### src/hdl/tlvdf_pkg.sv
// Shared types and constants for the TLV packet deframer.
// No dependencies; imported by tlv_packet_deframer.
package tlvdf_pkg;

   // Raw header size at the front of every buffer (36 bytes)
   localparam int unsigned HEADER_BYTES = 36;
   localparam logic [16:0] HEADER_LAST  = 17'(HEADER_BYTES - 1);

   localparam logic [15:0] BUFFER_LENGTH_RESET = 16'd1024;
   localparam logic [7:0]  TERMINATOR_TYPE     = 8'hFF;

   // Byte classification codes
   localparam logic [2:0] KIND_HEADER  = 3'd0;
   localparam logic [2:0] KIND_TYPE    = 3'd1;
   localparam logic [2:0] KIND_LENGTH  = 3'd2;
   localparam logic [2:0] KIND_VALUE   = 3'd3;
   localparam logic [2:0] KIND_TERM    = 3'd4;
   localparam logic [2:0] KIND_IGNORED = 3'd5;

   // Parse status codes
   localparam logic [1:0] STATUS_OK        = 2'd0;
   localparam logic [1:0] STATUS_SHORT     = 2'd1;
   localparam logic [1:0] STATUS_TRUNCATED = 2'd2;

   typedef enum logic [2:0] {
      PHASE_HEADER,
      PHASE_TYPE,
      PHASE_LENGTH,
      PHASE_VALUE,
      PHASE_TERM,
      PHASE_ERROR
   } phase_type;

   // One classified word on the result channel
   typedef struct packed {
      logic [2:0]  byte_kind;
      logic [7:0]  byte_out;
      logic [15:0] byte_position;
      logic [7:0]  entry_type;
      logic [7:0]  entry_length;
      logic [7:0]  value_index;
      logic        entry_end;
      logic        buffer_done;
      logic [1:0]  parse_status;
      logic [15:0] payload_bytes;
   } result_type;

endpackage

### src/hdl/tlv_packet_deframer.sv
// TLV packet deframer: per-word classifier for received packet buffers.
// Depends on tlvdf_pkg (types, phase enum, kind and status codes).
//
// Usage:
//  - req_ channel carries one buffer word per accepted transfer, plus
//    req_buffer_start that restarts the parse at offset 0. The word after the
//    final word of a buffer also starts a new buffer without the flag.
//  - rsp_ channel returns exactly one tagged word per accepted input word:
//    kind, offset, current entry type and length, value index, entry end,
//    buffer done, parse status and running payload count.
//  - csr_write_enable / csr_write_data set the buffer length (0 acts as 1).
//    Write only while the block is idle; a new length applies at once.
// An accepted word reaches rsp_ in the next cycle if the result register is
// free or taken, else via the skid register. Throughput: one word per cycle
// while req_stall is low, set by the single parse update ahead of the register.
// Stall: a two-entry output (result register plus skid register) absorbs a
// stall; req_stall rises only once the skid register holds a word, so no
// word is lost or repeated and a held result never changes.
// Reset: synchronous, active high. Clears the parse state, the position,
// empties both output entries and loads the buffer length of 1024.
module tlv_packet_deframer (
   input  logic        clock,
   input  logic        reset,
   input  logic        req_valid,
   output logic        req_stall,
   input  logic [7:0]  req_data_byte,
   input  logic        req_buffer_start,
   output logic        rsp_valid,
   input  logic        rsp_stall,
   output logic [2:0]  rsp_byte_kind,
   output logic [7:0]  rsp_byte_out,
   output logic [15:0] rsp_byte_position,
   output logic [7:0]  rsp_entry_type,
   output logic [7:0]  rsp_entry_length,
   output logic [7:0]  rsp_value_index,
   output logic        rsp_entry_end,
   output logic        rsp_buffer_done,
   output logic [1:0]  rsp_parse_status,
   output logic [15:0] rsp_payload_bytes,
   input  logic        csr_write_enable,
   input  logic [15:0] csr_write_data
);
   import tlvdf_pkg::*;

   // Configuration
   logic [15:0] buffer_length_ff;

   // Parse state
   phase_type   phase_ff,    phase_in;
   logic [15:0] position_ff, position_in;
   logic [7:0]  type_ff,     type_in;
   logic [7:0]  length_ff,   length_in;
   logic [7:0]  vcount_ff,   vcount_in;
   logic [1:0]  status_ff,   status_in;
   logic [15:0] consumed_ff, consumed_in;

   // Output register and skid register
   result_type  out_ff, skid_ff, result_in;
   logic        out_valid_ff, skid_valid_ff;

   logic        req_accept, rsp_take;
   logic [15:0] len_eff;
   logic [15:0] pos;
   logic        last_word;
   phase_type   phase_cur;
   logic [7:0]  type_cur, length_cur, vcount_cur, value_idx;
   logic [1:0]  status_cur;
   logic [15:0] consumed_cur;
   logic [2:0]  kind;
   logic        end_flag;

   assign req_stall  = skid_valid_ff;
   assign req_accept = req_valid & ~skid_valid_ff;
   assign rsp_valid  = out_valid_ff;
   assign rsp_take   = out_valid_ff & ~rsp_stall;

   // Parse step: classify the incoming word and advance the state
   always_comb begin
      len_eff   = (buffer_length_ff == 16'd0) ? 16'd1 : buffer_length_ff;
      pos       = req_buffer_start ? 16'd0 : position_ff;
      last_word = pos >= (len_eff - 16'd1);

      // Position 0 starts a fresh parse; a short buffer goes straight to error
      if (pos == 16'd0) begin
         phase_cur    = ({1'b0, len_eff} < 17'(HEADER_BYTES)) ? PHASE_ERROR
                                                               : PHASE_HEADER;
         status_cur   = ({1'b0, len_eff} < 17'(HEADER_BYTES)) ? STATUS_SHORT
                                                               : STATUS_OK;
         type_cur     = 8'd0;
         length_cur   = 8'd0;
         vcount_cur   = 8'd0;
         consumed_cur = 16'd0;
      end else begin
         phase_cur    = phase_ff;
         status_cur   = status_ff;
         type_cur     = type_ff;
         length_cur   = length_ff;
         vcount_cur   = vcount_ff;
         consumed_cur = consumed_ff;
      end

      phase_in    = phase_cur;
      status_in   = status_cur;
      type_in     = type_cur;
      length_in   = length_cur;
      vcount_in   = vcount_cur;
      consumed_in = consumed_cur;
      kind        = KIND_IGNORED;
      value_idx   = 8'd0;
      end_flag    = 1'b0;

      case (phase_cur)
         PHASE_HEADER: begin
            kind = KIND_HEADER;
            if ({1'b0, pos} >= HEADER_LAST) begin
               phase_in = PHASE_TYPE;
            end
         end
         PHASE_TYPE: begin
            length_in = 8'd0;
            if (req_data_byte == TERMINATOR_TYPE) begin
               kind     = KIND_TERM;
               type_in  = TERMINATOR_TYPE;
               phase_in = PHASE_TERM;
            end else begin
               kind    = KIND_TYPE;
               type_in = req_data_byte;
               // A type word in the last slot cannot carry a length
               if (last_word) begin
                  status_in = STATUS_TRUNCATED;
                  phase_in  = PHASE_ERROR;
               end else begin
                  consumed_in = consumed_cur + 16'd1;
                  phase_in    = PHASE_LENGTH;
               end
            end
         end
         PHASE_LENGTH: begin
            kind      = KIND_LENGTH;
            length_in = req_data_byte;
            // Drop the entry when its value runs past the buffer
            if (({1'b0, pos} + {9'd0, req_data_byte}) >= {1'b0, len_eff}) begin
               status_in = STATUS_TRUNCATED;
               phase_in  = PHASE_ERROR;
            end else begin
               consumed_in = consumed_cur + 16'd1;
               vcount_in   = 8'd0;
               if (req_data_byte == 8'd0) begin
                  end_flag = 1'b1;
                  phase_in = PHASE_TYPE;
               end else begin
                  phase_in = PHASE_VALUE;
               end
            end
         end
         PHASE_VALUE: begin
            kind        = KIND_VALUE;
            value_idx   = vcount_cur;
            consumed_in = consumed_cur + 16'd1;
            if (({1'b0, vcount_cur} + 9'd1) >= {1'b0, length_cur}) begin
               end_flag = 1'b1;
               phase_in = PHASE_TYPE;
            end else begin
               vcount_in = vcount_cur + 8'd1;
            end
         end
         PHASE_TERM: begin
            kind = KIND_TERM;
         end
         default: begin
            kind = KIND_IGNORED;
         end
      endcase

      position_in = last_word ? 16'd0 : (pos + 16'd1);

      result_in.byte_kind     = kind;
      result_in.byte_out      = req_data_byte;
      result_in.byte_position = pos;
      result_in.entry_type    = type_in;
      result_in.entry_length  = length_in;
      result_in.value_index   = value_idx;
      result_in.entry_end     = end_flag;
      result_in.buffer_done   = last_word;
      result_in.parse_status  = status_in;
      result_in.payload_bytes = consumed_in;
   end

   // Buffer length register
   always_ff @(posedge clock) begin
      if (reset) begin
         buffer_length_ff <= BUFFER_LENGTH_RESET;
      end else if (csr_write_enable) begin
         buffer_length_ff <= csr_write_data;
      end
   end

   // Parse state register: advance on each accepted word
   always_ff @(posedge clock) begin
      if (reset) begin
         phase_ff    <= PHASE_HEADER;
         position_ff <= 16'd0;
         type_ff     <= 8'd0;
         length_ff   <= 8'd0;
         vcount_ff   <= 8'd0;
         status_ff   <= STATUS_OK;
         consumed_ff <= 16'd0;
      end else if (req_accept) begin
         phase_ff    <= phase_in;
         position_ff <= position_in;
         type_ff     <= type_in;
         length_ff   <= length_in;
         vcount_ff   <= vcount_in;
         status_ff   <= status_in;
         consumed_ff <= consumed_in;
      end
   end

   // Output and skid control: hold on stall, refill from skid first
   always_ff @(posedge clock) begin
      if (reset) begin
         out_valid_ff  <= 1'b0;
         skid_valid_ff <= 1'b0;
      end else if (rsp_take) begin
         if (skid_valid_ff) begin
            skid_valid_ff <= 1'b0;
         end else begin
            out_valid_ff <= req_accept;
         end
      end else if (req_accept) begin
         if (out_valid_ff) begin
            skid_valid_ff <= 1'b1;
         end else begin
            out_valid_ff <= 1'b1;
         end
      end
   end

   always_ff @(posedge clock) begin
      if (rsp_take) begin
         if (skid_valid_ff) begin
            out_ff <= skid_ff;
         end else if (req_accept) begin
            out_ff <= result_in;
         end
      end else if (req_accept) begin
         if (out_valid_ff) begin
            skid_ff <= result_in;
         end else begin
            out_ff <= result_in;
         end
      end
   end

   assign rsp_byte_kind     = out_ff.byte_kind;
   assign rsp_byte_out      = out_ff.byte_out;
   assign rsp_byte_position = out_ff.byte_position;
   assign rsp_entry_type    = out_ff.entry_type;
   assign rsp_entry_length  = out_ff.entry_length;
   assign rsp_value_index   = out_ff.value_index;
   assign rsp_entry_end     = out_ff.entry_end;
   assign rsp_buffer_done   = out_ff.buffer_done;
   assign rsp_parse_status  = out_ff.parse_status;
   assign rsp_payload_bytes = out_ff.payload_bytes;

   // Skid register only fills behind a full output register
   a_skid_behind_out: assert property (@(posedge clock) disable iff (reset)
      skid_valid_ff |-> out_valid_ff)
      else $error("skid register holds a word while output register is empty");

   // A word accepted while the output is full and held must land in the skid
   a_skid_fill: assert property (@(posedge clock) disable iff (reset)
      (req_accept && out_valid_ff && rsp_stall) |=> skid_valid_ff)
      else $error("accepted word lost behind a stalled output");

   // Ignored words only appear once an error status is recorded
   a_ignored_has_error: assert property (@(posedge clock) disable iff (reset)
      (out_valid_ff && out_ff.byte_kind == KIND_IGNORED)
         |-> (out_ff.parse_status != STATUS_OK))
      else $error("ignored word without error status");

   // Entry end marks only length or value words
   a_entry_end_kind: assert property (@(posedge clock) disable iff (reset)
      (out_valid_ff && out_ff.entry_end)
         |-> (out_ff.byte_kind == KIND_LENGTH || out_ff.byte_kind == KIND_VALUE))
      else $error("entry end on a word that is not length or value");

endmodule
### config.mk
export PLATFORM = sky130hd
export DESIGN_NAME = tlv_packet_deframer
export DESIGN_NICKNAME = d
export VERILOG_FILES = /design/src/hdl/tlvdf_pkg.sv /design/src/hdl/tlv_packet_deframer.sv
export SDC_FILE = /design/constraint.sdc
export NUM_CORES = 1
export LEC_CHECK = 0
export BUFFER_PORTS_ARGS = -buffer_cell sky130_fd_sc_hd__buf_2
export CORE_MARGIN = 2
export CORE_UTILIZATION = 35
export DETAILED_ROUTE_END_ITERATION = 12
export PLACE_DENSITY = 0.61
export SYNTH_ARGS = -nofsm -noshare
export SYNTH_HDL_FRONTEND = slang
export SYNTH_SLANG_ARGS = --single-unit
### constraint.sdc
create_clock -name clock -period 6.9 [get_ports clock]
set_input_delay 1.38 -clock clock [delete_from_list [all_inputs] [get_ports clock]]
set_output_delay 1.38 -clock clock [all_outputs]
set_load 0.05 [all_outputs]
[Word-level counts from Yosys, hierarchy flattened]
Index checks and enable logic that the tools add are counted.
Storage, ports and cells
  output and inout bits: 73
  word-level logic and storage cells: 111
  input port bits: 30
  register bits after elaboration: 221
Cells by class
  reductions and logical operators: 11
  equal/unequal tests: 7
  mux-type cells: 47
  order comparisons: 5
  bitwise operators: 5
  add/sub/neg operators: 6
Operators with widths (number)
  2-to-1 mux 71 bit: 5
  2-to-1 mux 16 bit: 7
  2-to-1 mux 8 bit: 8
  one-hot mux 16 bit (3 select lines): 1
  adder 16 x 1 -> 16 bit, second input constant: 2
  zero test 16 bit: 2
  one-hot mux 8 bit (2 select lines): 2
  2-to-1 mux 3 bit: 8
  adder 16 x 8 -> 17 bit: 1
  greater-or-equal comparator 17 x 16 -> 1 bit: 1
  greater-or-equal comparator 16 bit: 1
  greater-or-equal comparator 16 x 6 -> 1 bit, second input constant: 1
  less-than comparator 16 x 6 -> 1 bit, second input constant: 1
  subtractor 16 x 1 -> 16 bit, second input constant: 1
  one-hot mux 3 bit (5 select lines): 1
  one-hot mux 3 bit (4 select lines): 1
  2-to-1 mux 2 bit: 5
  adder 8 x 1 -> 9 bit, second input constant: 1
  greater-or-equal comparator 9 x 8 -> 1 bit: 1
  adder 8 x 1 -> 8 bit, second input constant: 1
  equality test 8 bit, second input constant: 1
  zero test 8 bit: 1
  2-to-1 mux 1 bit: 7
  equality test 3 x 2 -> 1 bit, second input constant: 2
  other kinds (13): 19

[Logic depth before layout (Yosys ltp)]
Gate-level depths: netlist (run 1).
  depth in word-level cells: 11
  gate-level depth with buffers: 27
  depth with buffers taken out: 24

[Worst setup path after synthesis (run 1)]
Ideal clock, no wire load.
  path type: input-to-reg
  start point: input req_buffer_start
  end point: register out_ff (netlist bit rsp_payload_bytes[12]) (data pin)
  setup slack: 0.149 ns
  cell stages on the path: 27
  arrival: 6.491 ns
  path buffers: 3
  library setup time: 0.260 ns
  cells stage by stage: clkbuf_1 -> clkbuf_1 -> nand2b_1 -> inv_1 -> ha_1 -> a21o_1 -> maj3_1 -> and2_1 -> o21ai_0 -> nand2b_1 -> a21oi_1 -> o21bai_1 -> a21oi_1 -> nor2b_1 -> mux2_2 -> ha_1 -> a21o_1 -> a21o_1 -> a2111oi_0 -> o21bai_1 -> a41o_1 -> a21oi_1 -> nand3_4 -> buf_2 -> a21oi_1 -> xor2_1 -> mux2_2
Between the ends
  cells in the longest elaborated chain, start to end: 10
RTL lines
  from (decl): RTL line tlv_packet_deframer.sv:27  | input logic req_buffer_start,
  2-to-1 mux 16 bit (*): RTL line tlv_packet_deframer.sv:80  | pos = req_buffer_start ? 16'd0 : position_ff;
  named net pos[0]: RTL line tlv_packet_deframer.sv:63  | logic [15:0] pos;
  parallel branches: the longest is 5 deep, another holds adder 16 x 8 -> 17 bit
  one-hot mux 16 bit (3 select lines) (*): RTL line tlv_packet_deframer.sv:112  | case (phase_cur)
  named net consumed_in[12]: RTL line tlv_packet_deframer.sv:55  | logic [15:0] consumed_ff, consumed_in;
  2-to-1 mux 71 bit (on tied branches): RTL line tlv_packet_deframer.sv:247, tlv_packet_deframer.sv:243
  2-to-1 mux 71 bit (on tied branches): RTL line tlv_packet_deframer.sv:246, tlv_packet_deframer.sv:241
  2-to-1 mux 71 bit (*): RTL line tlv_packet_deframer.sv:240  | if (rsp_take) begin
  to (signal assigned): RTL line tlv_packet_deframer.sv:242  | out_ff <= skid_ff;
  to (signal assigned): RTL line tlv_packet_deframer.sv:244  | out_ff <= result_in;
  to (signal assigned): RTL line tlv_packet_deframer.sv:250  | out_ff <= result_in;
  to (decl): RTL line tlv_packet_deframer.sv:58  | result_type out_ff, skid_ff, result_in;
Mark *: on every way through the listed nets, which the timed path passes. The select of a mux whose other input is x is not followed.
A chain may end at the register's enable or synchronous reset.

[Final worst setup path (run 1)]
  start point: input req_buffer_start
  end point: register out_ff (netlist bit rsp_payload_bytes[13]) (data pin)
The elaborated chain is that of the path after synthesis.

==> impl_metrics.ini, run 1 <==
[status]
status = complete, no violations

[sta]
tns_ns = 0
min_period_ns = 6.33
setup_violations = 0
hold_violations = 0
rsz0062_at_grt = no
drv_slew = 0
relSlewSlack_pct = 32.4
max_freq_mhz = 158
final.setup_skew_ns = 0.0203
min_period_over_period_pct = 91.7
tightest_slew_ns = 1.01

[synthesis]
synthFlopType = edfxtp_1
synth.area.top_cells = edfxtp_1, dfxtp_1, ha_1
synth_cell_type_count = 74
yosysWarnings = 0
synth_edf_count = 142
synth_top_area_share_pct = 37.5
syn_nets = 1229
seq_area_frac_synth_pct = 51.4
synth_cells = 1149
avgSynthCellArea_um2 = 9.90
ys_ff_latch = 221
syn_area_um2 = 11400
synth-async-reset-ratio_pct = 0
yosys.area.top_type = edfxtp_1

[place]
placed_cells = 1653
hpwl_um = 19300
portBuffers = 102
place.gp.congestion = 0.897

[setup_path]
path_class = primary input to flop
critPathArrivalTime_ns = 6.60
end_kind = flop
worstPathRequired_ns = 7.17
cp_max_fo = 14
ff2ff_setup_slack_ns = 1.20
startpoint_type = primary input

[clock_tree]
numCtsBuffers = 24
clk_pin_slew_ns = 0.06
cts_tree = built
hold_buffers = 0
cts.htree.levels = 1
cts.sinks = 221
clockBufferDepth = 3
cts-root-buf = clkbuf_16
cts-resized-gates = 0
clock_latency_ns = 0.53
cts_setup_buffers = 0

[power_and_ir_drop]
p_sw_share_pct = 25.9
internal_power_uw = 2360
power.density_nw_per_um2 = 242
irDropWorstVdd_v = 0.000150
leakagePower_uw = 0.00519
p_sw_uw = 828
p_comb_share_pct = 11.8
pwr-share-clk_pct = 41.4
power.share.sequential_pct = 46.9

[global_routing]
grtUsageMet1_pct = 23.5
grt_pass1_vias = 8309
grt_overflow = 0
track_usage_pct = 16.8
grt_pass1_wl_um = 45600
antenna_found_initial = 0
met3_usage_pct = 2.65
top_usage_layer = met2
grt_util_met2_pct = 27.8
grt_max_degree = 76

[detailed_routing]
vias_per_cell = 5.16
ant_nets = 0
drt_iter0_drc = 698
drc = 0
wl_per_cell_um = 16.9
vias = 8765
dr.pass1.iters = 5
routed_wl_um = 28600

[floorplanning]
start_util_pct = 35.2
fp-row-count = 66
die_area_um2 = 33900
die_h_um = 184
io_pins = 103
core_um2 = 32300
die_x_um = 184

[layout]
final_cell_count_no_fill = 1697
nets = 1317
num_antenna_cells = 0
layout-drive-gt1-share_pct = 16.1
nFillCells = 3173
syn2layout_area_growth_pct = 16.0

[flow_run]
cap_violations = 0

[hold_path]
hold_path.class = flop to flop
[registers in the layout, indices dropped and copies added (netlist names), 16 cells and up]
name               count
skid_ff               71
buffer_length_ff      16
rsp_payload_bytes     16
rsp_byte_position     16
consumed_ff           16
position_ff           16
[synthesized netlist by cell type (3+ instances only)]
cell type,instances
nand2b_1,10
nor4_1,12
o21ai_0,36
a21o_1,10
nor2_1,127
nor2b_1,20
or3_1,7
mux2i_1,25
xnor2_1,32
mux2_2,16
nor3b_1,4
or2_2,7
a2111oi_0,3
buf_2,3
xor2_1,10
o211ai_1,5
inv_1,52
a41oi_1,3
nand3_1,28
o32ai_1,4
nand3b_1,4
o31ai_1,14
clkbuf_1,53
nand4_1,12
a31oi_1,12
and2_1,15
a311oi_1,3
edfxtp_1,142
a22oi_1,9
dfxtp_1,79
nand2_1,140
a21oi_1,85
a211oi_1,20
nor3_1,19
ha_1,49
buf_1,3
and3_1,25
o21a_1,5
[kinds of logic after synthesis]
logic type	share of synthesized area, %
flip-flops	51.4
multiplexers	3.78
XOR/XNOR	3.43
AO/OA/AOI/OAI	13.2
adder cells (fa/ha/maj)	5.74
AND/OR/NAND/NOR	18.4
buffers and inverters	4.05
[final cells by class]
cell class	instances	area, um2	area share (%)
clock buffer	28	626	4.74
clock inverter	16	186	1.41
inverter	54	203	1.54
multi-input combinational	811	5100	38.6
sequential	221	5850	44.3
tap	442	553	4.19
timing repair buffer	125	683	5.18
[worst max-delay path: stages]
cell,delay (ns)
buf_2,0.13
nand2b_1,0.13
inv_1,0.07
ha_1,0.21
a21o_1,0.18
maj3_1,0.37
and2_1,0.18
o21ai_0,0.17
nand2b_1,0.11
a21oi_1,0.15
o21bai_1,0.10
a21oi_1,0.20
nor2b_1,0.07
mux2_2,0.27
ha_1,0.18
a21o_1,0.15
a21o_1,0.17
a2111oi_0,0.42
o21bai_1,0.12
a41o_1,0.23
a21oi_1,0.44
nand3_4,0.27
a211oi_1,0.44
mux2i_1,0.16
mux2_2,0.28
[power groups by stage]
stage	Combinational (uW)	Sequential, uW	Clock (uW)
floorplan	164	1630	0
global placement	372	1520	0
detailed placement	376	1520	0
CTS	377	1500	1350
global route	407	1500	1410
finish	375	1500	1320
[layout by cell type, fill, tap and decap left out, types with 12 or more instances in the layout]
cell type / instances
nand4_1: 12
nand3_1: 28
dfxtp_1: 79
mux2i_1: 25
and3_1: 24
ha_1: 49
nor2b_1: 18
xnor2_1: 32
edfxtp_1: 142
nor2_1: 127
o21ai_0: 36
mux2_2: 16
nor3_1: 19
a31oi_1: 12
nand2_1: 139
buf_2: 102
inv_1: 52
and2_1: 14
clkbuf_16: 24
buf_4: 23
o31ai_1: 14
a21oi_1: 84
nor4_1: 12
a211oi_1: 20
[layer usage]
metal | up-vias | part of all wire, %
met5 | - | 0
met4 | 0 | 1.2
met3 | 19 | 4.7
met2 | 205 | 46
met1 | 4223 | 48
li1 | 4318 | -
[metrics by stage]
stage / worst slack [ns] / util [%] / area (um2) / hold slack, ns / total power (uW)
after detailed placement: 0.101 / 38.4 / 12400 / 0.457 / 1900
after floorplan: 0.149 / - / 11400 / 0.427 / 1800
after CTS: 0.598 / 40.9 / 13200 / 0.465 / 3220
final: 0.571 / 40.9 / 13200 / 0.467 / 3190
after global routing: 0.192 / 40.9 / 13200 / 0.499 / 3320
after global placement: 0.236 / 38.4 / 12400 / 0.448 / 1900
[worst paths after layout]
path	startpoint	endpoint	depth (start not counted)
worst max-delay path	req_buffer_start	rsp_payload_bytes[13]	25
worst min-delay path	consumed_ff[12]	consumed_ff[12]	2
worst max register to register	buffer_length_ff[6]	rsp_payload_bytes[0]	18
worst min register to register	consumed_ff[12]	consumed_ff[12]	2
Note: power is estimated with default switching activity, not from simulation.
==> run 2, diff against run 1 <==
--- a/config.mk
+++ b/config.mk
@@ -6,6 +6,7 @@
 export NUM_CORES = 1
 export LEC_CHECK = 0
 export BUFFER_PORTS_ARGS = -buffer_cell sky130_fd_sc_hd__buf_2
+export CORE_ASPECT_RATIO = 0.6
 export CORE_MARGIN = 2
 export CORE_UTILIZATION = 35
 export DETAILED_ROUTE_END_ITERATION = 12
@@ -13,3 +14,4 @@
 export SYNTH_ARGS = -nofsm -noshare
 export SYNTH_HDL_FRONTEND = slang
 export SYNTH_SLANG_ARGS = --single-unit
+export TNS_END_PERCENT = 10
==> impl_metrics.ini, run 2 (synthesized netlist as in run 1, its figures left out) <==
[status]
status = complete, no violations

[detailed_routing]
wl_met3_um = 2080
wl_per_cell_um = 18.4
wl_met2_um = 12400
drt_iter0_drc = 711
top_layer_used = met4
ant_nets = 0
vias = 8894
dr.pass1.iters = 5
vias_per_cell = 5.30
drt-met1-wl_um = 16100
routed_wl_um = 31000
drc = 0

[setup_path]
critPathArrivalTime_ns = 6.61
ff2ff_setup_slack_ns = 1.22
cp_max_fo = 14
timing.rr.end = rsp_payload_bytes[13]
timing.rr.start = position_ff[1]
end_kind = flop
path_class = primary input to flop
path_common_cell = a21oi_1
slowest_delay_ns = 0.45
reg2reg_depth = 23
startpoint_type = primary input
worstPathRequired_ns = 7.18
slowest_stage = a211oi_1

[layout]
layout_commonest_cell = edfxtp_1
seqCellArea_um2 = 5850
nFillCells = 3182
top_register = skid_ff
layout-drive-gt1-share_pct = 16.4
final_cell_mix = edfxtp_1, nand2_1, nor2_1, buf_2, a21oi_1
syn2layout_area_growth_pct = 15.7
multi_input_area_um2 = 5110
nets = 1319
fin_util_pct = 40.8
largest_reg_flops = 71
num_antenna_cells = 0

[global_routing]
grt_pass1_wl_um = 48300
grt_overflow = 0
track_usage_pct = 18.2
grt_pass1_vias = 8265
antenna_found_initial = 0
grt_max_degree = 76

[sta]
rsz0062_at_grt = no
tightest_slew_ns = 1.15
setup_violations = 0
drv_slew = 0
hold_violations = 0
setup_ws_ns = 0.569
relSlewSlack_pct = 23.0
min_period_ns = 6.33
min_period_over_period_pct = 91.7
final.setup_skew_ns = 0.0169
max_freq_mhz = 158

[place]
portBuffers = 102
place.gp.congestion = 0.905
place_ws_ns = -0.00637
hpwl_um = 20900

[clock_tree]
cts-root-buf = clkbuf_16
hold_buffers = 0
cts_setup_buffers = 0
clk_pin_slew_ns = 0.06
cts.sinks = 221
clock_latency_ns = 0.52
numCtsBuffers = 23
clockBufferDepth = 3
cts.htree.levels = 1
cts-resized-gates = 0
cts_tree = built

[power_and_ir_drop]
power.density_nw_per_um2 = 238
power_uw = 3130
leakagePower_uw = 0.00518
irDropWorstVdd_v = 0.000132

[hold_path]
holdPathStages = 2
holdPathEnd = position_ff[1]
worstHoldStart = position_ff[1]
hold_path.class = flop to flop

[floorplanning]
die_area_um2 = 34000
die_h_um = 144
io_pins = 103
core_um2 = 32200
die_x_um = 237
start_util_pct = 35.3
fp-row-count = 51

[flow_run]
cap_violations = 0
-- run 2: cell types whose count changed in the layout (fill, tap and decap cells not counted), sizes merged --
cell,previous run,this run
buf,125,128
clkinvlp,0,1
bufinv,4,1
clkinv,12,4
clkbuf,28,35
-- run 2: report_power, final --
| part | switching [uW] | internal [uW] | total [uW] |
|---|---|---|---|
| Sequential | 32.1 | 1470 | 1500 |
| Clock | 526 | 728 | 1250 |
| Combinational | 280 | 99.8 | 380 |
| Total | 838 | 2300 | 3130 |
-- run 2: worst max path at each step --
stage | end | cells past startpoint | from | slack (ns)
after global placement | vcount_ff[3] | 25 | req_buffer_start | 0.20
after floorplan | rsp_payload_bytes[12] | 27 | req_buffer_start | 0.15
after global routing | rsp_payload_bytes[13] | 24 | req_buffer_start | 0.02
final | rsp_payload_bytes[13] | 25 | req_buffer_start | 0.57
after CTS | vcount_ff[3] | 25 | req_buffer_start | 0.50
after detailed placement | vcount_ff[3] | 25 | req_buffer_start | -0.006
-- run 2: worst max-delay path, delay by kind of cell --
| kind | cells | cell delay [ns] |
|---|---|---|
| xor+xnor | 1 | 0.14 |
| mux | 2 | 0.42 |
| simple gates | 5 | 0.73 |
| fa+ha+maj | 3 | 0.89 |
| compound gates | 11 | 2.63 |
| buf+inv | 3 | 0.39 |
-- run 2: area by class of cell --
type	count	area share [%]
tap	424	4.03
multi-input combinational	811	38.8
clock inverter	6	0.438
clock buffer	35	5.26
inverter	54	1.54
sequential	221	44.4
timing repair buffer	128	5.46
-- run 2: through the flow --
stage | cells | setup TNS [ns] | hold slack [ns] | cell area [um2]
after floorplan | 1149 | 0 | 0.427 | 11400
after global placement | 1638 | 0 | 0.442 | 12400
after detailed placement | 1638 | -0.00637 | 0.451 | 12400
after CTS | 1679 | 0 | 0.460 | 13100
after global routing | 1679 | 0 | 0.481 | 13200
final | 1679 | 0 | 0.455 | 13200
-- run 2: routing by layer --
| layer | vias to the layer above | track usage (%) |
|---|---|---|
| li1 | 4306 | - |
| met1 | 4288 | 28.4 |
| met2 | 271 | 26.1 |
| met3 | 29 | 3.67 |
| met4 | 0 | 2.43 |
| met5 | - | 0 |
